===== config.mk =====
export PLATFORM = sky130hd
export DESIGN_NAME = snv_sqrt
export DESIGN_NICKNAME = d
export VERILOG_FILES = /design/src/hdl/snv_sqrt.sv
export SDC_FILE = /design/constraint.sdc
export NUM_CORES = 1
export LEC_CHECK = 0
export ABC_CLOCK_PERIOD_IN_PS = 3000
export BUFFER_PORTS_ARGS = -buffer_cell sky130_fd_sc_hd__buf_2
export CORE_UTILIZATION = 35
export CTS_CLUSTER_SIZE = 16
export DETAILED_ROUTE_END_ITERATION = 8
export PLACE_DENSITY = 0.54
export SYNTH_ARGS = -nofsm -noshare
export SYNTH_HDL_FRONTEND = slang
export SYNTH_SLANG_ARGS = --single-unit

===== constraint.sdc =====
create_clock -name clock -period 3 [get_ports clock]
set_clock_uncertainty 0.2 [all_clocks]
set_input_delay 0.6 -clock clock [delete_from_list [all_inputs] [get_ports clock]]
set_output_delay 0.6 -clock clock [all_outputs]
set_load 0.02 [all_outputs]

===== src/hdl/snv_sqrt.sv =====
`timescale 1ns / 1ps
// ----------------------------------------------------------------------------
// snv_sqrt
// Pipelined integer square root, one root bit per stage, with side data
// carried alongside each item.
// ----------------------------------------------------------------------------
module snv_sqrt #(
   parameter int FRAC_BITS = 14,
   parameter int SIDE_W    = 8
) (
   input  logic                   clock,
   input  logic                   reset,
   input  logic                   en,
   input  logic                   in_valid,
   input  logic [2*FRAC_BITS:0]   in_rad,
   input  logic [SIDE_W-1:0]      in_side,
   output logic                   out_valid,
   output logic [FRAC_BITS:0]     out_root,
   output logic [SIDE_W-1:0]      out_side
);
   localparam int F    = FRAC_BITS;
   localparam int XW   = 2 * F + 1;
   localparam int RESW = 2 * F + 2;
   localparam int RW   = F + 1;

   logic [XW-1:0]     x_ff    [0:F];
   logic [RESW-1:0]   res_ff  [0:F];
   logic [SIDE_W-1:0] side_ff [0:F];
   logic              v_ff    [0:F];

   for (genvar s = 0; s <= F; s++) begin : g_stage
      localparam logic [RESW-1:0] BIT = RESW'(1) << (2 * (F - s));
      logic [XW-1:0]     x_src, x_in;
      logic [RESW-1:0]   res_src, res_in, trial;
      logic [SIDE_W-1:0] side_src;
      logic              v_src, ge;

      if (s == 0) begin : g_first
         assign x_src    = in_rad;
         assign res_src  = '0;
         assign side_src = in_side;
         assign v_src    = in_valid;
      end else begin : g_next
         assign x_src    = x_ff[s-1];
         assign res_src  = res_ff[s-1];
         assign side_src = side_ff[s-1];
         assign v_src    = v_ff[s-1];
      end

      // Try the next root bit against the remaining radicand.
      always_comb begin
         trial  = res_src + BIT;
         ge     = RESW'(x_src) >= trial;
         x_in   = ge ? XW'(RESW'(x_src) - trial) : x_src;
         res_in = ge ? (res_src >> 1) + BIT : res_src >> 1;
      end

      always_ff @(posedge clock) begin
         if (reset) begin
            v_ff[s] <= 1'b0;
         end else if (en) begin
            v_ff[s] <= v_src;
         end
      end

      always_ff @(posedge clock) begin
         if (en) begin
            x_ff[s]    <= x_in;
            res_ff[s]  <= res_in;
            side_ff[s] <= side_src;
         end
      end
   end

   assign out_valid = v_ff[F];
   assign out_root  = RW'(res_ff[F]);
   assign out_side  = side_ff[F];

endmodule


# --- Yosys cells after proc, flatten, opt, wreduce, memory -nomap -nowiden ---
# Memories as Yosys holds them, arrays and structs flattened.
# Index checks and enable logic that the tools add are counted.
classes:
  n_addsub: 43
  magnitude_cmp: 15
  muxes: 51
  bitwise_logic: 15
op_table:
  columns: ["cell", "n"]
  rows:
  - ["2-to-1 mux 29 bit", 16]
  - [">= comparator 29 x 30 -> 1 bit", 14]
  - ["2-to-1 mux 30 bit", 14]
  - ["subtractor 29 bit", 14]
  - ["adder 29 x 1 -> 30 bit (second input constant)", 1]
  - ["adder 29 x 11 -> 30 bit (second input constant)", 1]
  - ["adder 29 x 13 -> 30 bit (second input constant)", 1]
  - ["adder 29 x 15 -> 30 bit (second input constant)", 1]
  - ["adder 29 x 17 -> 30 bit (second input constant)", 1]
  - ["adder 29 x 19 -> 30 bit (second input constant)", 1]
  - ["adder 29 x 21 -> 30 bit (second input constant)", 1]
  - ["adder 29 x 23 -> 30 bit (second input constant)", 1]
  - ["adder 29 x 25 -> 30 bit (second input constant)", 1]
  - ["adder 29 x 27 -> 30 bit (second input constant)", 1]
  - ["adder 29 x 3 -> 30 bit (second input constant)", 1]
  - ["adder 29 x 5 -> 30 bit (second input constant)", 1]
  - ["adder 29 x 7 -> 30 bit (second input constant)", 1]
  - ["adder 29 x 9 -> 30 bit (second input constant)", 1]
  - ["adder 30 x 1 -> 30 bit (second input constant)", 1]
  - ["adder 30 x 11 -> 30 bit (second input constant)", 1]
  - ["adder 30 x 13 -> 30 bit (second input constant)", 1]
  - ["adder 30 x 15 -> 30 bit (second input constant)", 1]
  - ["adder 30 x 17 -> 30 bit (second input constant)", 1]
  - ["adder 30 x 19 -> 30 bit (second input constant)", 1]
  - ["12 further kinds", 46]
word_totals:
  reg_bits: 0
  ramBits: 1020
  input_bits: 41
  output_inout_bits: 24
  mem_count: 4
mem_list:
  columns: ["name", "words", "word_bits", "read_ports", "rd_ports_with_merged_regs", "write_ports", "line_no", "rtl"]
  rows:
  - ["res_ff", 15, 30, 15, 0, 15, "27", "logic [RESW-1:0] res_ff [0:F];"]
  - ["x_ff", 15, 29, 14, 0, 15, "26", "logic [XW-1:0] x_ff [0:F];"]
  - ["side_ff", 15, 8, 15, 0, 15, "28", "logic [SIDE_W-1:0] side_ff [0:F];"]
  - ["v_ff", 15, 1, 15, 0, 15, "29", "logic v_ff [0:F];"]

# --- Longest topological paths before layout ---
depth:
  word_depth: 4
  depth_mapped: 11

# --- Worst setup path before layout ---
# No wires, ideal clock.
synth_timing:
  path_kind: "register to register"
  from: "memory x_ff[1][98] (netlist name)"
  to: "memory x_ff[1][127] (netlist name), data pin"
  t_arrival_ps: 2434
  setup_slack_ps: 104
  path_stages_with_launch: 8
  path_buffers: 2
  period_less_slack_ps: 2896
  path_cell_list: "edfxtp_1 > ha_1 > a2111o_1 > o211a_1 > or3b_1 > clkbuf_1 > clkbuf_1 > mux2_1"
synth_lines:
  columns: ["item", "line_no"]
  rows:
  - ["from (decl)", "26"]

==> results.yml <==
worst_setup_path:
  end_kind: "flop"
  timing_worst_setup_path_type: "flop to flop"
  critical_path.cell_chain: "ha_1, or4b_1, or4_4, o211ai_2, or3_4, o21ai_4, nor4b_4, xor2_1"
  slowest_delay_ns: 0.48
  cp_slowest_cell: "or4_4"
  critPathBufInv: 0
  crit_fanout: 5
  crit_path_start_kind: "flop"
  worst_path_dominant_cell_family: "simple AND/OR/NAND/NOR gates"
  arrival_ns: 3.11
  critPathRequiredTime_ns: 3.12
routing:
  route.antenna.remaining_nets: 0
  drcViolationCount: 3
  wire_per_inst_um: 15.04
  wl_final_um: 51080
  drt-vias-per-instance: 4.798
  initialDrtViolationCount: 691
  num_vias: 16300
  dr.pass1.iters: 7
sta:
  worst-slew-pin-transition_ns: 0.6692
  finalCritPeriodShare_pct: 99.69
  layout_min_cycle_time_ns: 2.991
  timing.setup.tns_ns: 0
  slew_headroom_pct: 55.29
  hold_viol_final: 0
  rsz0062_at_grt: "true"
  fmax_mhz: 334.4
  worst_hold_slack_ns: 0.1866
  final_max_slew_viol_count: 0
  setup_violations: 0
synth:
  synth.yosys.warnings: 0
  synthArstFlopShare_pct: 0
  synth_seq_area_share_pct: 69.15
  synth_enable_flop_cells: 661
  synth.cell_area_um2: 28700
  avgSynthCellArea_um2: 14.29
  ys_seq_elements: 661
  synth_cell_type_count: 71
  synth_fp_nets: 2181
  ys_dominant_reg_cell: "edfxtp_1"
  synthesis.instances: 2008
status:
  failed_checks: "DRC"
  result_of_the_run: "complete, but fails checks"
pwr:
  ir_drop_v: 0.0004543
  cellPowerDensity_nw_per_um2: 729.1
  cellLeakagePower_nw: 12.88
flow_run:
  maxCapViolations: 0
cts:
  worst_skew_pair.late_latency_ns: 0.64
  clock_tree.buffer_depth: 3
  cts_buffers: 75
  h-tree-depth: 3
  path_clk_slew_ns: 0.06
  clkSinkCount: 661
  tritoncts: "yes"
  cell_at_the_root_of_the_clock_tree: "clkbuf_16"
die:
  io_pins: 65
  fp-row-count: 104
  effective_utilization_at_floorplan_pct: 35.52
  die_x_um: 288.4
  placeable_core_region_um2: 80810
  floorplan.die.height_um: 288.4
  full_die_area_um2: 83160
layout:
  synth_to_final_area_change_pct: 19.55
  finalNetCount: 2450
  ratio_of_cells_with_drive_above_1_in_the_final_layout_pct: 15.40
  final_antenna_diode_count: 0
  final-instance-count-excl-fill: 3397
  filler_cell_count: 7205
  final_area_um2: 34320
place:
  weighted_congestion_at_the_end_of_routability_driven_global_placement: 0.9207
  placement.cell_area_um2: 31240
  post-dp-hpwl_um: 36390
  i_o_buffers: 64
  dp_cells: 3219
worst_hold_path:
  worst_hold_path_type: "input pin to flop"
global_routing:
  globalRouteTotalUtil_pct: 12.37
  grt_pass1_vias: 17000
  grt_remaining_overflow: 0
  grt_max_degree: 92
  antenna_found_initial: 0
  grt_first_pass_wirelength_um: 82340
==> path summary, 6_finish.rpt <==
path | start | to | slack (ns) | cells past startpoint
max reg2reg | x_ff[1][40] | x_ff[1][81] | 0.009 | 8
min | en | side_ff[0][56] | 0.19 | 1
min reg2reg | side_ff[1][22] | side_ff[1][30] | 0.20 | 0
max | x_ff[1][40] | x_ff[1][81] | 0.009 | 8
==> flip-flops by register name, summed over array words and instances (netlist names) <==
register  flops
res_ff      120
side_ff     120
v_ff         15
x_ff        406
==> layer usage <==
layer | vias up | global-route usage [%] | routed length (um)
li1 | 8091 | - | -
met1 | 7770 | 11.82 | 18780
met2 | 298 | 24.26 | 27930
met3 | 140 | 2.654 | 1880
met4 | 0 | 6.706 | 2487
met5 | - | 0 | 0
==> timing repair <==
action,4_1_cts,5_1_grt
endpoints found under the setup margin,13,92
gates resized for setup,5,42
buffers inserted,0,3
pin swaps,1,4
hold endpoints to repair,38,0
hold buffers,38,0
==> layout by cell type (no fill, tap or decap), drive strengths merged, types with 5 or more instances in the layout <==
cell | synthesis | layout
nand2b | 17 | 17
xor2 | 70 | 70
ha | 131 | 131
buf | 5 | 179
xnor2 | 75 | 75
o21ai | 91 | 91
edfxtp | 661 | 661
clkinv | 0 | 42
bufinv | 0 | 5
nand4b | 5 | 5
nand3 | 33 | 33
a21oi | 105 | 105
nand2 | 97 | 97
nor2b | 20 | 20
o211ai | 8 | 8
nor3 | 47 | 47
nor2 | 109 | 109
or2 | 8 | 8
nand4 | 20 | 20
nor4 | 59 | 59
nor4b | 10 | 10
or4 | 12 | 12
mux2 | 31 | 31
nor3b | 8 | 8
a21o | 31 | 31
a211oi | 12 | 12
clkbuf | 20 | 82
and2 | 24 | 24
mux2i | 6 | 6
nand3b | 7 | 7
or3 | 16 | 16
inv | 162 | 166
dlygate4sd3 | 0 | 38
o21a | 30 | 30
o31ai | 11 | 11
o21bai | 6 | 6
and3 | 5 | 5
==> synth_stat cells, drive strengths merged (3+ instances only) <==
cell type,count,area share (%)
buf,5,0.087
o31ai,11,0.29
o2111ai,4,0.12
a31o,3,0.092
o22ai,4,0.087
or2,8,0.17
a21boi,4,0.10
or4,12,0.33
a221oi,3,0.092
xor2,70,2.1
nor3b,8,0.21
o31a,4,0.12
ha,131,5.7
nand2,97,1.3
clkbuf,20,0.26
nand4,20,0.44
nor2,109,1.4
a31oi,4,0.087
o21bai,6,0.16
a21oi,105,1.8
nor4b,10,0.40
and2,24,0.52
mux2i,6,0.21
nand3b,7,0.18
o211ai,8,0.23
edfxtp,661,69
o21a,30,0.78
xnor2,75,2.3
a211oi,12,0.31
nand3,33,0.58
nand2b,17,0.37
and3,5,0.11
inv,162,2.1
a211o,4,0.12
a21o,31,0.81
or3,16,0.37
nor2b,20,0.44
nor3,47,0.84
a311oi,3,0.092
o21ai,91,1.6
nand4b,5,0.15
nor4,59,1.3
mux2,31,1.2
==> through the flow <==
stage | worst slack [ns] | power (W) | utilization (%)
finish | 0.009394 | 0.02502 | 42.47
global route | -0.06421 | 0.02626 | 42.47
CTS | -0.07755 | 0.02525 | 42.18
detailed placement | -0.06729 | 0.01622 | 38.66
global placement | -0.009412 | 0.01608 | 38.66
floorplan | 0.1037 | 0.01483 | -
==> cell type report <==
class | instances | area (um^2) | share of cell area, %
sequential | 661 | 19850 | 57.84
multi-input combinational | 1160 | 8388 | 24.44
clock buffer | 82 | 1903 | 5.546
timing repair buffer | 217 | 1699 | 4.952
tap | 1060 | 1326 | 3.865
inverter | 162 | 608.1 | 1.772
clock inverter | 55 | 541.8 | 1.579
==> kinds of logic after synthesis <==
group                    share of synthesized area (%)
multiplexers                                     1.425
AND/OR/NAND/NOR                                  9.394
adder cells (fa/ha/maj)                          5.780
XOR/XNOR                                         4.424
other                                          0.01306
AO/OA/AOI/OAI                                    7.345
buffers and inverters                            2.467
flip-flops                                       69.15
==> power by group <==
part	switching (W)	internal, W
registers	0.000662	0.0115
clock network	0.00373	0.00510
logic	0.00213	0.00185
total	0.00652	0.0185
No activity file was read; power rests on OpenSTA's default activity.
