<file path="src/hdl/snv_pkg.sv">
`timescale 1ns / 1ps
// ----------------------------------------------------------------------------
// snv_pkg
// Shared payload types and fixed constants of the vector refraction block.
// ----------------------------------------------------------------------------
package snv_pkg;

   // Component and index formats that do not vary.
   localparam int COMP_W   = 16;
   localparam int IOR_W    = 14;
   localparam int IOR_FRAC = 12;

   localparam logic [IOR_W-1:0] IOR_ONE   = 14'd4096;
   localparam logic [IOR_W-1:0] IOR_RESET = 14'd6144;

   localparam logic signed [COMP_W-1:0] SAT_MAX = 16'sh7FFF;
   localparam logic signed [COMP_W-1:0] SAT_MIN = -16'sh8000;

   // One ray-surface hit.
   typedef struct packed {
      logic signed [COMP_W-1:0] dir_x;
      logic signed [COMP_W-1:0] dir_y;
      logic signed [COMP_W-1:0] dir_z;
      logic signed [COMP_W-1:0] norm_x;
      logic signed [COMP_W-1:0] norm_y;
      logic signed [COMP_W-1:0] norm_z;
   } req_type;

   // One refracted direction.
   typedef struct packed {
      logic signed [COMP_W-1:0] out_x;
      logic signed [COMP_W-1:0] out_y;
      logic signed [COMP_W-1:0] out_z;
      logic                     refracted;
   } rsp_type;

endpackage

</file>
<file path="src/hdl/snv_recip.sv">
`timescale 1ns / 1ps
// ----------------------------------------------------------------------------
// snv_recip
// Holds the index register and derives both index ratios from it, the
// entering one with a bit-serial restoring divider.
// ----------------------------------------------------------------------------
module snv_recip #(
   parameter int FRAC_BITS = 14
) (
   input  logic                         clock,
   input  logic                         reset,
   input  logic                         csr_we,
   input  logic [snv_pkg::IOR_W-1:0]    csr_data,
   output logic [FRAC_BITS+1:0]         n_in,
   output logic [FRAC_BITS+1:0]         n_out,
   output logic                         busy
);
   import snv_pkg::*;

   localparam int NW   = FRAC_BITS + 2;
   localparam int QW   = FRAC_BITS + 1;
   localparam int CNTW = $clog2(FRAC_BITS + 1);
   localparam int REMW = IOR_W + 2;
   localparam int SHL  = (FRAC_BITS >= IOR_FRAC) ? FRAC_BITS - IOR_FRAC : 0;
   localparam int SHR  = (FRAC_BITS < IOR_FRAC) ? IOR_FRAC - FRAC_BITS : 0;
   localparam logic [REMW-1:0] REM_START = REMW'(1) << IOR_FRAC;

   logic [IOR_W-1:0] ior_ff, ior_in;
   logic [REMW-1:0]  rem_ff, rem_in, rem_sub;
   logic [QW-1:0]    quo_ff, quo_in;
   logic [CNTW-1:0]  cnt_ff, cnt_in;
   logic             busy_ff, busy_in;
   logic             ge;

   // One quotient bit of 2^(F+12) / index per cycle; a write restarts it.
   always_comb begin
      ge      = rem_ff >= REMW'(ior_ff);
      rem_sub = ge ? rem_ff - REMW'(ior_ff) : rem_ff;
      ior_in  = ior_ff;
      rem_in  = rem_ff;
      quo_in  = quo_ff;
      cnt_in  = cnt_ff;
      busy_in = busy_ff;
      if (csr_we) begin
         ior_in  = (csr_data < IOR_ONE) ? IOR_ONE : csr_data;
         rem_in  = REM_START;
         quo_in  = '0;
         cnt_in  = CNTW'(FRAC_BITS);
         busy_in = 1'b1;
      end else if (busy_ff) begin
         quo_in = {quo_ff[QW-2:0], ge};
         rem_in = rem_sub << 1;
         cnt_in = cnt_ff - CNTW'(1);
         if (cnt_ff == '0) begin
            busy_in = 1'b0;
         end
      end
   end

   always_ff @(posedge clock) begin
      if (reset) begin
         ior_ff  <= IOR_RESET;
         rem_ff  <= REM_START;
         quo_ff  <= '0;
         cnt_ff  <= CNTW'(FRAC_BITS);
         busy_ff <= 1'b1;
      end else begin
         ior_ff  <= ior_in;
         rem_ff  <= rem_in;
         quo_ff  <= quo_in;
         cnt_ff  <= cnt_in;
         busy_ff <= busy_in;
      end
   end

   // Leaving the material the ratio is the index itself, rescaled.
   always_comb begin
      n_in = NW'(quo_ff);
      if (FRAC_BITS >= IOR_FRAC) begin
         n_out = NW'(ior_ff) << SHL;
      end else begin
         n_out = NW'(ior_ff >> SHR);
      end
   end

   assign busy = busy_ff;

endmodule

</file>
<file path="config.mk">
export PLATFORM = sky130hd
export DESIGN_NAME = snv_recip
export DESIGN_NICKNAME = d
export VERILOG_FILES = /design/src/hdl/snv_pkg.sv /design/src/hdl/snv_recip.sv
export SDC_FILE = /design/constraint.sdc
export NUM_CORES = 1
export LEC_CHECK = 0
export ABC_CLOCK_PERIOD_IN_PS = 2580
export BUFFER_PORTS_ARGS = -buffer_cell sky130_fd_sc_hd__buf_2
export CAP_MARGIN = 20
export CORE_MARGIN = 3
export CORE_UTILIZATION = 30
export CTS_CLUSTER_DIAMETER = 200
export DETAILED_ROUTE_END_ITERATION = 10
export SLEW_MARGIN = 25
export SYNTH_ARGS = -nofsm -noshare
export SYNTH_HDL_FRONTEND = slang
export SYNTH_SLANG_ARGS = --single-unit
</file>
<file path="constraint.sdc">
create_clock -name clock -period 2.58 [get_ports clock]
set_input_delay 0.387 -clock clock [delete_from_list [all_inputs] [get_ports clock]]
set_output_delay 0.387 -clock clock [all_outputs]
set_load 0.02 [all_outputs]
</file>
# Word level (Yosys, flattened, before mapping)
# Index checks and enable logic that the tools add are counted.
# totals
reg_bits,49
latchBits,0
mem_bits_rw,0
romBits,0
input_bits,17
elab_cells,15
n_memories,0
# classes
n_addsub,2
n_mul,0
n_div,0
order_cmp,2
n_eq_ne,0
n_shift,0
mux,4
bitwise_logic,0
n_reduce_logical,2
# op_table
cell,count
greater-or-equal comparator 16 x 14 -> 1 bit,1
two-way mux 15 bit,1
subtractor 15 x 14 -> 15 bit,1
"less-than comparator 14 x 13 -> 1 bit, second input constant",1
two-way mux 14 bit,1
logical NOT 4 bit,1
"subtractor 4 x 1 -> 4 bit, second input constant",1
two-way mux 1 bit,2
OR reduction 2 bit,1

# Depth between registers and ports, before layout
# depth
ltp_word,3
depth_mapped,11
mapped_depth_nobuf,9

# Worst setup path after synthesis
# No wires, ideal clock.
# synth_path
path_kind,reg2reg
startpoint,register ior_ff[9]
endpoint,register rem_ff[10]
setup_time_ns,0.066
arrival_ns,2.216
required_time_ns,2.514
slack_ns,0.297
stages_incl_launch_ff,11
period_less_slack_ns,2.283
cell_sequence,dfxtp_1 -> inv_1 -> ha_1 -> a21o_1 -> a2111oi_4 -> a21oi_2 -> nand4b_4 -> buf_6 -> buf_6 -> o21a_1 -> a21oi_2
# synth_via
elab_chain_cells,2
elab_cells_between_ends,3
classes_between,1 x add/sub; 1 x order compare; 1 x mux
# synth_rtl
item,line,text
start: declaration,snv_recip.sv:28,"logic [IOR_W-1:0] ior_ff, ior_in;"
start signal: assignment,snv_recip.sv:68,ior_ff <= ior_in;
subtractor 15 x 14 -> 15 bit / greater-or-equal comparator 16 x 14 -> 1 bit (equally long branches),"snv_recip.sv:38, snv_recip.sv:37",
two-way mux 15 bit (*),snv_recip.sv:38,rem_sub = ge ? rem_ff - REMW'(ior_ff) : rem_ff;
end signal: assignment,snv_recip.sv:69,rem_ff <= rem_in;
end: declaration,snv_recip.sv:29,"logic [REMW-1:0] rem_ff, rem_in, rem_sub;"
# Every way passes the cells marked *; elsewhere a longest branch is shown, timed or not.
# A chain may end at the register's enable or synchronous reset.

# Final worst setup path
# layout_path
startpoint,register ior_ff[0]
endpoint,register rem_ff[2]
# The elaborated chain is that of the path after synthesis.

==> results.cfg <==
[placement]
portBuffers = 46
place_area_um2 = 3070
gp_congestion = 0.858
dp_hpwl_um = 4570

[cts]
cts_hold_buf = 0
cts_max_path_buffers = 2
numCtsBuffers = 5
cts_tree = built
clkTransAtPathRegs_ps = 100
cts.sinks = 49
clockRootBuffer = clkbuf_8
insertion_delay_ps = 320
ctsResizeCount = 0
htree_levels = 2
cts_setup_buffers = 0

[synth]
synth_area_leaders = dfxtp_1 36%, mux2i_1 10%, ha_1 6.8%
synth-async-reset-ratio = 0
yosys.area.top_type = dfxtp_1
yosysWarningCount = 0
synth_top_family_by_area = compound AO/OA/AOI/OAI gates
synth-edff-count = 0
postSynthAreaPerCell_um2 = 8.42
synth_fa_ha_area_frac = 0.0756
ys_ff_latch = 49
muxShareOfSynthArea = 0.102
synth_top_area_share = 0.357
synth_cells = 326
synth_compound_area_frac = 0.191
synth-xor-area-share = 0.0287
synthSimpleGateAreaFrac = 0.172
yosysSeqAreaShare = 0.357
synth-main-ff-cell = dfxtp_1
netlist_area_um2 = 2750
synth_cell_types = 48

[setup_path]
start_kind = flop
cp_num_buf_inv = 2
critPathKind = flop to flop
critPathArrivalTime_ps = 2520
slowest_delay_ps = 480
reg2reg_from = ior_ff[0]$_SDFFE_PP0P_
cp_slowest_cell = fa_1
r2r_slack_ps = 230
critPathCaptureType = flop
required_ps = 2750
crit_chain = inv_1 > fa_1 > o21ai_0 > a211oi_1 > o21ai_1 > nand4b_4 > buf_4 > mux2i_1 > a21oi_1
path_max_fanout = 10
worst-path-stages = 9
cp_top_family = compound AO/OA/AOI/OAI gates
r2r-end = rem_ff[2]$_SDFFE_PP0P_
worstSetupStartpoint = ior_ff[0]$_SDFFE_PP0P_
worst_r2r_path_depth = 9
crit_path_end = rem_ff[2]$_SDFFE_PP0P_

[global_route]
grt_max_degree = 39
antenna_found_initial = 0
grtUsageTotal = 0.127
met2_usage = 0.206
gr-max-usage-layer = met2
grtUsageMet1 = 0.165
grt_pass1_vias = 2365
met3_usage = 0.0255
grt_pass1_wl_um = 10800
grt_overflow = 0

[detailed_routing]
vias = 2412
drtPass1Iterations = 4
drc = 0
viasPerCell = 5.06
totalWireLength_um = 6260
drt_iter0_markers = 98
detail-route-antenna-nets = 0
routedWlPerCell_um = 13.1

[sta]
slew_headroom = 0.590
fmax_mhz = 425
slew_viol_final = 0
rsz0062_at_grt = false
period_share = 0.911
finClkSkew_ps = 15.8
hold_violations = 0
post-route-min-period_ps = 2350
final-setup-viol-count = 0
setup_tns_ps = 0
max_slew.worst_pin.slew_ps = 614

[floorplan]
core_area_um2 = 8810
io_pins = 50
fp-row-count = 34
dieArea_um2 = 10300
start_util = 0.312
die_w_um = 102
die_y_um = 102

[layout]
area_delta_synth_final_pct = 15.1
fillCellCount = 913
final_layout_size_suffix_gt1_frac = 0.179
diodes = 0
design_area_um2 = 3160
fin_nets = 401

[power]
peakVddDrop_v = 0.000237
power_density_nw_per_um2 = 722
p_leak_nw = 1.49

[hold_path]
hold_path.class = input port to flop

[job]
maxCapViolations = 0

[status]
status = completed
==> routing by layer <==
layer,vias up,share of wire
li1,1216,-
met1,1133,0.49
met2,49,0.45
met3,14,0.038
met4,0,0.027
met5,-,0
==> Yosys cell counts (4+ instances only) <==
cell type   n
a211oi_1    4
a21o_1      7
a21oi_1    21
clkbuf_1   11
dfxtp_1    49
ha_1       15
inv_1      26
mux2i_1    28
nand2_1    28
nand3_1     9
nand4_1     4
nor2_1     26
nor2b_1     4
o21ai_0    30
o21ai_1     4
xnor2_1     5
xor2_1      4
==> how the worst min path moves through the flow <==
stage | from | endpoint | slack, ps | cells past startpoint
after floorplan | reset | ior_ff[13]$_SDFFE_PP0P_ | 460 | 1
after global placement | quo_ff[14]$_SDFFE_PP0P_ | quo_ff[14]$_SDFFE_PP0P_ | 470 | 2
after detailed placement | quo_ff[14]$_SDFFE_PP0P_ | quo_ff[14]$_SDFFE_PP0P_ | 480 | 2
after CTS | csr_data[8] | ior_ff[8]$_SDFFE_PP0P_ | 260 | 3
after global routing | csr_data[8] | ior_ff[8]$_SDFFE_PP0P_ | 280 | 3
final | csr_data[9] | ior_ff[9]$_SDFFE_PP0P_ | 260 | 3
==> layout by cell type, fill, tap and decap left out, drive strengths merged, types with 4 or more instances in the layout <==
cell / instances
a211oi: 4
a21o: 7
a21oi: 23
buf: 52
clkbuf: 5
dfxtp: 49
ha: 15
inv: 29
mux2i: 28
nand2: 28
nand3: 9
nand4: 4
nor2: 26
nor2b: 4
o21ai: 34
xnor2: 5
xor2: 4
==> worst reg2reg max path: stages (launching register included) <==
cell and delay [ps]:
dfxtp_1 380, inv_1 100, fa_1 480, o21ai_0 250
a211oi_1 110, o21ai_1 270, nand4b_4 130, buf_4 210
mux2i_1 200, a21oi_1 90
==> state kept, by name (all words and copies together), names as in the netlist <==
register and cells:
busy 1, rem_ff 15, ior_ff 14, cnt_ff 4, quo_ff 15
==> final cells by class <==
class | instances | area [um2] | share of cell area
multi-input cells | 234 | 1580 | 0.499
flip-flops and latches | 49 | 982 | 0.311
repair buffers | 52 | 275 | 0.0871
well taps | 108 | 135 | 0.0427
inverters | 26 | 97.6 | 0.0309
clock buffers | 5 | 68.8 | 0.0218
clock inverters | 3 | 26.3 | 0.00831
==> stage by stage <==
step	hold slack [ps]	total power, mW	setup slack, ps	instances	utilization
5_1_grt	279	2.44	58.2	477	0.359
4_1_cts	259	2.31	222	477	0.359
2_1_floorplan	459	1.61	297	328	-
6_report	264	2.28	229	477	0.359
3_5_place_dp	481	1.80	245	469	0.348
3_3_place_gp	472	1.78	291	469	0.348
==> logic make-up (layout without fill, tap and decap cells) <==
family	count (synthesis)	in the layout
XOR/XNOR	9	9
adder cells (fa/ha/maj)	16	16
AND/OR/NAND/NOR	94	94
multiplexers	28	28
buffers and inverters	45	86
AO/OA/AOI/OAI	84	84
other	1	3
flip-flops	49	49
==> report_power, final <==
group / internal [mW] / leakage, nW / switching [mW] / total (mW)
clock network: 0.202 / 0.0495 / 0.297 / 0.499
registers: 0.809 / 0.398 / 0.0355 / 0.845
logic: 0.415 / 1.04 / 0.525 / 0.941
total: 1.43 / 1.49 / 0.857 / 2.28
(Power assumes the default switching activity.)
