$ cat config.mk
export PLATFORM = sky130hd
export DESIGN_NAME = snv_front
export DESIGN_NICKNAME = d
export VERILOG_FILES = /design/src/hdl/snv_pkg.sv /design/src/hdl/snv_front.sv
export SDC_FILE = /design/constraint.sdc
export NUM_CORES = 2
export LEC_CHECK = 0
export BUFFER_PORTS_ARGS = -buffer_cell sky130_fd_sc_hd__clkbuf_2
export CAP_MARGIN = 10
export CORE_MARGIN = 2
export CORE_UTILIZATION = 50
export CTS_BUF_LIST = sky130_fd_sc_hd__clkbuf_2 sky130_fd_sc_hd__clkbuf_4 sky130_fd_sc_hd__clkbuf_8
export CTS_CLUSTER_SIZE = 25
export DETAILED_ROUTE_END_ITERATION = 6
export HOLD_SLACK_MARGIN = 0.1
export PLACE_DENSITY = 0.67
export SLEW_MARGIN = 20
export SYNTH_ARGS = -nofsm -noshare
export SYNTH_HDL_FRONTEND = slang
export SYNTH_SLANG_ARGS = --single-unit
$ cat constraint.sdc
create_clock -name clock -period 8.99 [get_ports clock]
set_input_delay 0.899 -clock clock [delete_from_list [all_inputs] [get_ports clock]]
set_output_delay 0.899 -clock clock [all_outputs]
set_load 0.02 [all_outputs]
$ cat src/hdl/snv_pkg.sv
`timescale 1ns / 1ps
// ----------------------------------------------------------------------------
// snv_pkg
// Shared payload types and fixed constants of the vector refraction block.
// ----------------------------------------------------------------------------
package snv_pkg;

   // Component and index formats that do not vary.
   localparam int COMP_W   = 16;
   localparam int IOR_W    = 14;
   localparam int IOR_FRAC = 12;

   localparam logic [IOR_W-1:0] IOR_ONE   = 14'd4096;
   localparam logic [IOR_W-1:0] IOR_RESET = 14'd6144;

   localparam logic signed [COMP_W-1:0] SAT_MAX = 16'sh7FFF;
   localparam logic signed [COMP_W-1:0] SAT_MIN = -16'sh8000;

   // One ray-surface hit.
   typedef struct packed {
      logic signed [COMP_W-1:0] dir_x;
      logic signed [COMP_W-1:0] dir_y;
      logic signed [COMP_W-1:0] dir_z;
      logic signed [COMP_W-1:0] norm_x;
      logic signed [COMP_W-1:0] norm_y;
      logic signed [COMP_W-1:0] norm_z;
   } req_type;

   // One refracted direction.
   typedef struct packed {
      logic signed [COMP_W-1:0] out_x;
      logic signed [COMP_W-1:0] out_y;
      logic signed [COMP_W-1:0] out_z;
      logic                     refracted;
   } rsp_type;

endpackage

$ cat src/hdl/snv_front.sv
`timescale 1ns / 1ps
// ----------------------------------------------------------------------------
// snv_front
// Four pipeline stages: products, clamped dot and side select, squares,
// and the discriminant with its total internal reflection flag.
// ----------------------------------------------------------------------------
module snv_front #(
   parameter int FRAC_BITS = 14
) (
   input  logic                       clock,
   input  logic                       reset,
   input  logic                       en,
   input  logic                       in_valid,
   input  snv_pkg::req_type           in_data,
   input  logic [FRAC_BITS+1:0]       n_in,
   input  logic [FRAC_BITS+1:0]       n_out,
   output logic                       out_valid,
   output logic [2*FRAC_BITS:0]       rad,
   output logic                       tir,
   output logic [FRAC_BITS+1:0]       nc_f,
   output logic [FRAC_BITS+1:0]       n,
   output logic signed [15:0]         dx,
   output logic signed [15:0]         dy,
   output logic signed [15:0]         dz,
   output logic signed [16:0]         nx,
   output logic signed [16:0]         ny,
   output logic signed [16:0]         nz
);
   import snv_pkg::*;

   localparam int F    = FRAC_BITS;
   localparam int NW   = F + 2;
   localparam int CW   = F + 1;
   localparam int DW   = (2 * F + 2 > 34) ? 2 * F + 2 : 34;
   localparam int SQW  = 2 * F + 2;
   localparam int N2W  = F + 4;
   localparam int KW   = 2 * F + 5;
   localparam int XW   = 2 * F + 1;
   localparam logic [DW-1:0]  ONE_D = DW'(1) << (2 * F);
   localparam logic [SQW-1:0] ONE_S = SQW'(1) << (2 * F);
   localparam logic [KW-1:0]  ONE_K = KW'(1) << (2 * F);

   // Stage 1: component products.
   logic              v1_ff;
   logic signed [31:0] p0_ff, p1_ff, p2_ff;
   req_type           r1_ff;

   always_ff @(posedge clock) begin
      if (reset) begin
         v1_ff <= 1'b0;
      end else if (en) begin
         v1_ff <= in_valid;
      end
   end

   always_ff @(posedge clock) begin
      if (en) begin
         p0_ff <= in_data.dir_x * in_data.norm_x;
         p1_ff <= in_data.dir_y * in_data.norm_y;
         p2_ff <= in_data.dir_z * in_data.norm_z;
         r1_ff <= in_data;
      end
   end

   // Stage 2: clamped dot, cosine, side of the surface.
   logic signed [DW-1:0] dot, dcl;
   logic [DW-1:0]        cosv;
   logic                 leaving;
   logic                 v2_ff;
   logic [CW-1:0]        cos2_ff;
   logic [NW-1:0]        n2_ff;
   logic signed [15:0]   d2x_ff, d2y_ff, d2z_ff;
   logic signed [16:0]   m2x_ff, m2y_ff, m2z_ff;

   always_comb begin
      dot = DW'(p0_ff) + DW'(p1_ff) + DW'(p2_ff);
      dcl = dot;
      if (dot > $signed(ONE_D)) begin
         dcl = $signed(ONE_D);
      end else if (dot < -$signed(ONE_D)) begin
         dcl = -$signed(ONE_D);
      end
      leaving = !dcl[DW-1];
      cosv    = leaving ? dcl : -dcl;
   end

   always_ff @(posedge clock) begin
      if (reset) begin
         v2_ff <= 1'b0;
      end else if (en) begin
         v2_ff <= v1_ff;
      end
   end

   always_ff @(posedge clock) begin
      if (en) begin
         cos2_ff <= CW'(cosv >> F);
         n2_ff   <= leaving ? n_out : n_in;
         d2x_ff  <= r1_ff.dir_x;
         d2y_ff  <= r1_ff.dir_y;
         d2z_ff  <= r1_ff.dir_z;
         m2x_ff  <= leaving ? -17'(r1_ff.norm_x) : 17'(r1_ff.norm_x);
         m2y_ff  <= leaving ? -17'(r1_ff.norm_y) : 17'(r1_ff.norm_y);
         m2z_ff  <= leaving ? -17'(r1_ff.norm_z) : 17'(r1_ff.norm_z);
      end
   end

   // Stage 3: n squared, one minus cosine squared, n times cosine.
   logic [2*NW-1:0]    nn, ncos;
   logic [SQW-1:0]     csq, sin2;
   logic               v3_ff;
   logic [N2W-1:0]     nsq3_ff;
   logic [CW-1:0]      s3_ff;
   logic [NW-1:0]      nc3_ff, n3_ff;
   logic signed [15:0] d3x_ff, d3y_ff, d3z_ff;
   logic signed [16:0] m3x_ff, m3y_ff, m3z_ff;

   always_comb begin
      nn   = (2 * NW)'(n2_ff) * (2 * NW)'(n2_ff);
      ncos = (2 * NW)'(n2_ff) * (2 * NW)'(cos2_ff);
      csq  = SQW'(cos2_ff) * SQW'(cos2_ff);
      sin2 = ONE_S - csq;
   end

   always_ff @(posedge clock) begin
      if (reset) begin
         v3_ff <= 1'b0;
      end else if (en) begin
         v3_ff <= v2_ff;
      end
   end

   always_ff @(posedge clock) begin
      if (en) begin
         nsq3_ff <= N2W'(nn >> F);
         s3_ff   <= CW'(sin2 >> F);
         nc3_ff  <= NW'(ncos >> F);
         n3_ff   <= n2_ff;
         d3x_ff  <= d2x_ff;
         d3y_ff  <= d2y_ff;
         d3z_ff  <= d2z_ff;
         m3x_ff  <= m2x_ff;
         m3y_ff  <= m2y_ff;
         m3z_ff  <= m2z_ff;
      end
   end

   // Stage 4: discriminant and total internal reflection.
   logic [KW-1:0]      k;
   logic               v4_ff, tir4_ff;
   logic [XW-1:0]      rad4_ff;
   logic [NW-1:0]      nc4_ff, n4_ff;
   logic signed [15:0] d4x_ff, d4y_ff, d4z_ff;
   logic signed [16:0] m4x_ff, m4y_ff, m4z_ff;

   assign k = KW'(nsq3_ff) * KW'(s3_ff);

   always_ff @(posedge clock) begin
      if (reset) begin
         v4_ff <= 1'b0;
      end else if (en) begin
         v4_ff <= v3_ff;
      end
   end

   always_ff @(posedge clock) begin
      if (en) begin
         tir4_ff <= k > ONE_K;
         rad4_ff <= XW'(ONE_K - k);
         nc4_ff  <= nc3_ff;
         n4_ff   <= n3_ff;
         d4x_ff  <= d3x_ff;
         d4y_ff  <= d3y_ff;
         d4z_ff  <= d3z_ff;
         m4x_ff  <= m3x_ff;
         m4y_ff  <= m3y_ff;
         m4z_ff  <= m3z_ff;
      end
   end

   assign out_valid = v4_ff;
   assign rad       = rad4_ff;
   assign tir       = tir4_ff;
   assign nc_f      = nc4_ff;
   assign n         = n4_ff;
   assign dx        = d4x_ff;
   assign dy        = d4y_ff;
   assign dz        = d4z_ff;
   assign nx        = m4x_ff;
   assign ny        = m4y_ff;
   assign nz        = m4z_ff;

endmodule

-- After elaboration in Yosys (flattened, before gate mapping)
Index checks and enable logic that the tools add are counted.
- equality and inequality tests: 0
- div/mod/pow operators: 0
- $add $sub $neg: 8
- magnitude comparators: 3
- reductions and logical operators: 0
- shift operators: 0
- muxes and demuxes: 7
- bitwise logic cells: 0
- multipliers: 7
- operators with widths (kind ; number):
    $mul 16x16->32 ; 4
    $mux 34 ; 2
    $sub 29x29->29 const A ; 2
    $mux 17 ; 3
    $neg 16->17 ; 3
    $add 33x32->34 ; 1
    $gt 34x30->1 const B ; 1
    $lt 34x29->1 const B ; 1
    $add 32x32->33 ; 1
    $gt 33x29->1 const B ; 1
    $mul 18x15->33 ; 1
    $mul 16x15->30 ; 1
    $mul 15x15->29 ; 1
    $mux 29 ; 1
    $neg 29->29 ; 1
    $mux 16 ; 1
- RAM bits: 0
- word-level logic and storage cells: 66
- memory bits (read-only): 0
- latch bits: 0
- output and inout port bits: 162
- bits in registers: 651
- memories: 0

-- Longest topological paths before layout
- depth after elaboration: 7
- depth in mapped cells: 28
- depth with buffers taken out: 26

-- Worst setup path after synthesis
Ideal clock, no wire load.
- kind: input -> register
- start: input port in_data[58] (netlist name)
- end: register p2_ff[30], data pin
- cell stages on the path: 25
- data required time: 8.728 ns
- buffers on the path: 1
- arrival time: 6.843 ns
- setup slack: 1.885 ns
- path through: clkbuf_1 nand2_1 fa_1 inv_1 fa_1 inv_1 fa_1 fa_1 inv_1 fa_1 inv_1 fa_1 inv_1 ha_1 a21o_1 a21o_1 a21oi_1 o21ai_0 a21oi_1 o211ai_1 a2111oi_0 nor3_1 a311oi_1 a21oi_1 xor2_1
- longest elaborated chain between the ends: 1
- RTL lines (item ; line ; source):
    start, declared ; snv_front.sv:14 ; input snv_pkg::req_type in_data,
    $mul 16x16->32 ; snv_front.sv:60 ; p2_ff <= in_data.dir_z * in_data.norm_z;
    end signal, assigned ; snv_front.sv:60 ;
    end, declared ; snv_front.sv:45 ; logic signed [31:0] p0_ff, p1_ff, p2_ff;
No other way between the ends.
A chain may end at the register's enable or synchronous reset.

-- Worst setup path in the final report
- start: register n2_ff[10]
- end: register nc3_ff[12], data pin
- longest elaborated chain between the ends: 1
- RTL lines (item ; line ; source):
    start, declared ; snv_front.sv:71 ; logic [NW-1:0] n2_ff;
    start signal, assigned ; snv_front.sv:98 ; n2_ff <= leaving ? n_out : n_in;
    $mul 16x15->30 ; snv_front.sv:120 ; ncos = (2 * NW)'(n2_ff) * (2 * NW)'(cos2_ff);
    named net ncos[26] ; snv_front.sv:109 ; logic [2*NW-1:0] nn, ncos;
    end signal, assigned ; snv_front.sv:137 ; nc3_ff <= NW'(ncos >> F);
    end, declared ; snv_front.sv:114 ; logic [NW-1:0] nc3_ff, n3_ff;
The timed path passes the listed nets, and every way through them passes these cells.

==> flow_summary.toml <==
[timing]
grt_setup_unrepaired = "no"
skew_ns = 0.0918
slew_violations = 0
finalSetupViolCount = 0
finalCritPeriodShare_pct = 88.0
fmax_ghz = 0.126
fin_tns_setup_ns = 0
max_slew_margin_pct = 26.4
min_period_ns = 7.91
worst_pin_slew_ns = 1.10
finalHoldViolCount = 0

[synth]
netlist.area_leader.share_pct = 36.8
ys_types = 89
synth_top_area_cell = "fa_1"
synth_area_leaders = "fa_1, edfxtp_1, ha_1"
synth_area_um2 = 82800
async_reset_ff_share_pct = 0
syn-num-nets = 10200
syn_area_per_cell_um2 = 10.5
ys_warn_count = 0
synth_edf_count = 647
yosysMostFrequentCell = "inv_1"
ys_seq_area_share_pct = 23.6
synthCells = 7888
ys_top_cells_by_count = "inv_1, fa_1, nand2_1, ha_1, edfxtp_1"
synth-seq-cells = 651
dominantRegCellSynth = "edfxtp_1"

[worst_setup_path]
crit_type = "reg2reg"
rrSetupSlack_ns = 1.08
worst_ep_arrival_time_ns = 8.48
worstSetupStartpointType = "register"
worstRegToRegCells = 19
path_max_fanout = 26
end_kind = "register"
worstReg2RegStart = "n2_ff[10]"
cp.required_ns = 9.55
r2r-end = "nc3_ff[12]"

[place]
dp_hpwl_mm = 149
portBuffers = 293
routabilityCongestion = 0.901
dp.cells = 10200

[clock_tree]
cts.sinks = 651
cts_buffers = 114
path_clk_slew_ns = 0.06
clk_latency_ns = 0.90
root_buffer = "clkbuf_8"
clk_path_buf_depth = 3
ctsResizeCount = 0
cts_tree = "built"
htree_levels = 3

[finish]
fin_cells = 10400
nNetsFinal = 10400
post-route-util_pct = 54.0
drive_above_1_share_pct = 6.96
synthToLayoutAreaGrowth_pct = 7.39

[floorplanning]
ios = 294
initial_core_util_pct = 50.3
fp.dieW_um = 411
core_um2 = 165000
fp-row-count = 149
die_y_um = 411
dieArea_um2 = 169000

[worst_hold_path]
holdPathEnd = "n2_ff[12]"
hold_start = "n_in[12]"
hold_path_class = "in2reg"
hold_path_depth = 3

[route]
dr.pass1.iters = 6
vias = 54100
drt_iter0_drc = 3370
postRouteAntennaNets = 0
finalWirelength_mm = 188
viasPerCell = 5.21
detail_route.wl_per_cell_um = 18.1
drt_drc_violations_left = 0

[global_routing]
grt_pass1_wl_mm = 308
track_usage_pct = 23.1
grt_max_degree = 164
antenna_found_initial = 8
grt.overflow.total = 0
grt_pass1_vias = 58800

[run]
drv_cap = 0

[outcome]
status = "complete, no violations"
## routing by layer
metal	wire, µm	vias up	GRT usage (%)	part of all wire [%]
li1	-	24700	-	-
met1	75800	27700	29.3	40
met2	96500	1431	40.9	51
met3	8800	349	2.65	4.7
met4	6460	4	8.37	3.4
met5	27	-	0	0.014
## critical path, stage by stage (launching register included)
cell and delay [ns]:
edfxtp_1 1.08, inv_1 0.40, nor2_1 0.33, fa_1 0.49, fa_1 0.57, fa_1 0.45
fa_1 0.57, fa_1 0.43, fa_1 0.44, ha_1 0.27, o21ai_0 0.14, nand2b_1 0.10
and2_1 0.16, a221oi_1 0.67, a211oi_1 0.24, o31ai_1 0.40, a21oi_1 0.25, a31o_2 0.33
a21oi_1 0.18, xnor2_1 0.08
## final cells by class
cell class              count  area (µm²)
clock inverters            70         633
repair buffers            344        1900
diodes                      4        10.0
clock buffers             141        1780
well taps                2189        2740
fillers                 14300       75700
multi-input cells        5215       55700
flip-flops and latches    651       19500
inverters                1772        6650
## flip-flops by register name, indices dropped and copies added, names as in the netlist, 17 cells and up
signal   count
m2y_ff      17
m3z_ff      17
rad         29
m3y_ff      17
nx          17
r1_ff       96
m3x_ff      17
m2z_ff      17
nsq3_ff     18
m2x_ff      17
p2_ff       32
nz          17
p0_ff       32
ny          17
p1_ff       32
## worst max-delay path by stage
| stage | from | end | slack [ns] | cells past startpoint |
|---|---|---|---|---|
| 4_1_cts | n2_ff[10] | nc3_ff[12] | 1.08 | 19 |
| 6_report | n2_ff[10] | nc3_ff[12] | 1.08 | 19 |
| 3_3_place_gp | n2_ff[10] | nc3_ff[12] | 1.41 | 19 |
| 3_5_place_dp | n2_ff[10] | nc3_ff[12] | 1.21 | 19 |
| 2_1_floorplan | in_data[58] | p2_ff[30] | 1.88 | 25 |
| 5_1_grt | n2_ff[10] | nc3_ff[12] | 0.69 | 19 |
## cell usage in the layout, fill, tap and decap left out, types with 40 or more instances in the layout
master | synthesis | layout
a21o_1 | 75 | 75
a21oi_1 | 189 | 189
and2_1 | 606 | 606
buf_4 | 3 | 47
clkbuf_2 | 0 | 292
clkbuf_8 | 0 | 116
edfxtp_1 | 647 | 647
fa_1 | 1520 | 1520
ha_1 | 666 | 666
inv_1 | 1769 | 1769
nand2_1 | 970 | 970
nand2b_1 | 63 | 63
nand3_1 | 60 | 60
nor2_1 | 224 | 224
nor3_1 | 64 | 64
o21a_1 | 40 | 40
o21ai_0 | 78 | 78
xnor2_1 | 197 | 197
xor2_1 | 78 | 78
## per-stage QoR
stage,hold slack [ns],setup slack (ns),cell area (µm²)
3_3_place_gp,0.400,1.41,86400
4_1_cts,0.125,1.08,88900
2_1_floorplan,0.400,1.88,82800
3_5_place_dp,0.405,1.21,86400
5_1_grt,0.229,0.687,88900
6_report,0.263,1.08,88900
## kinds of logic (layout without fill, tap and decap cells)
kind of cell | count (synthesis) | in the layout | share of synthesized area, %
buffers and inverters | 2022 | 2327 | 9.20
adder cells (fa/ha/maj) | 2186 | 2186 | 46.8
flip-flops | 651 | 651 | 23.6
multiplexers | 15 | 15 | 0.184
other | 0 | 4 | 0
AO/OA/AOI/OAI | 581 | 581 | 4.65
AND/OR/NAND/NOR | 2158 | 2158 | 12.6
XOR/XNOR | 275 | 275 | 2.91
## repair_timing
action,in CTS,in global routing
buffers inserted,0,0
hold buffers,1,0
hold endpoints to repair,4,0
endpoints found under the setup margin,0,0
Power is not shown: default switching activity piles up to over one toggle a cycle in this logic, so the estimate is an artifact.
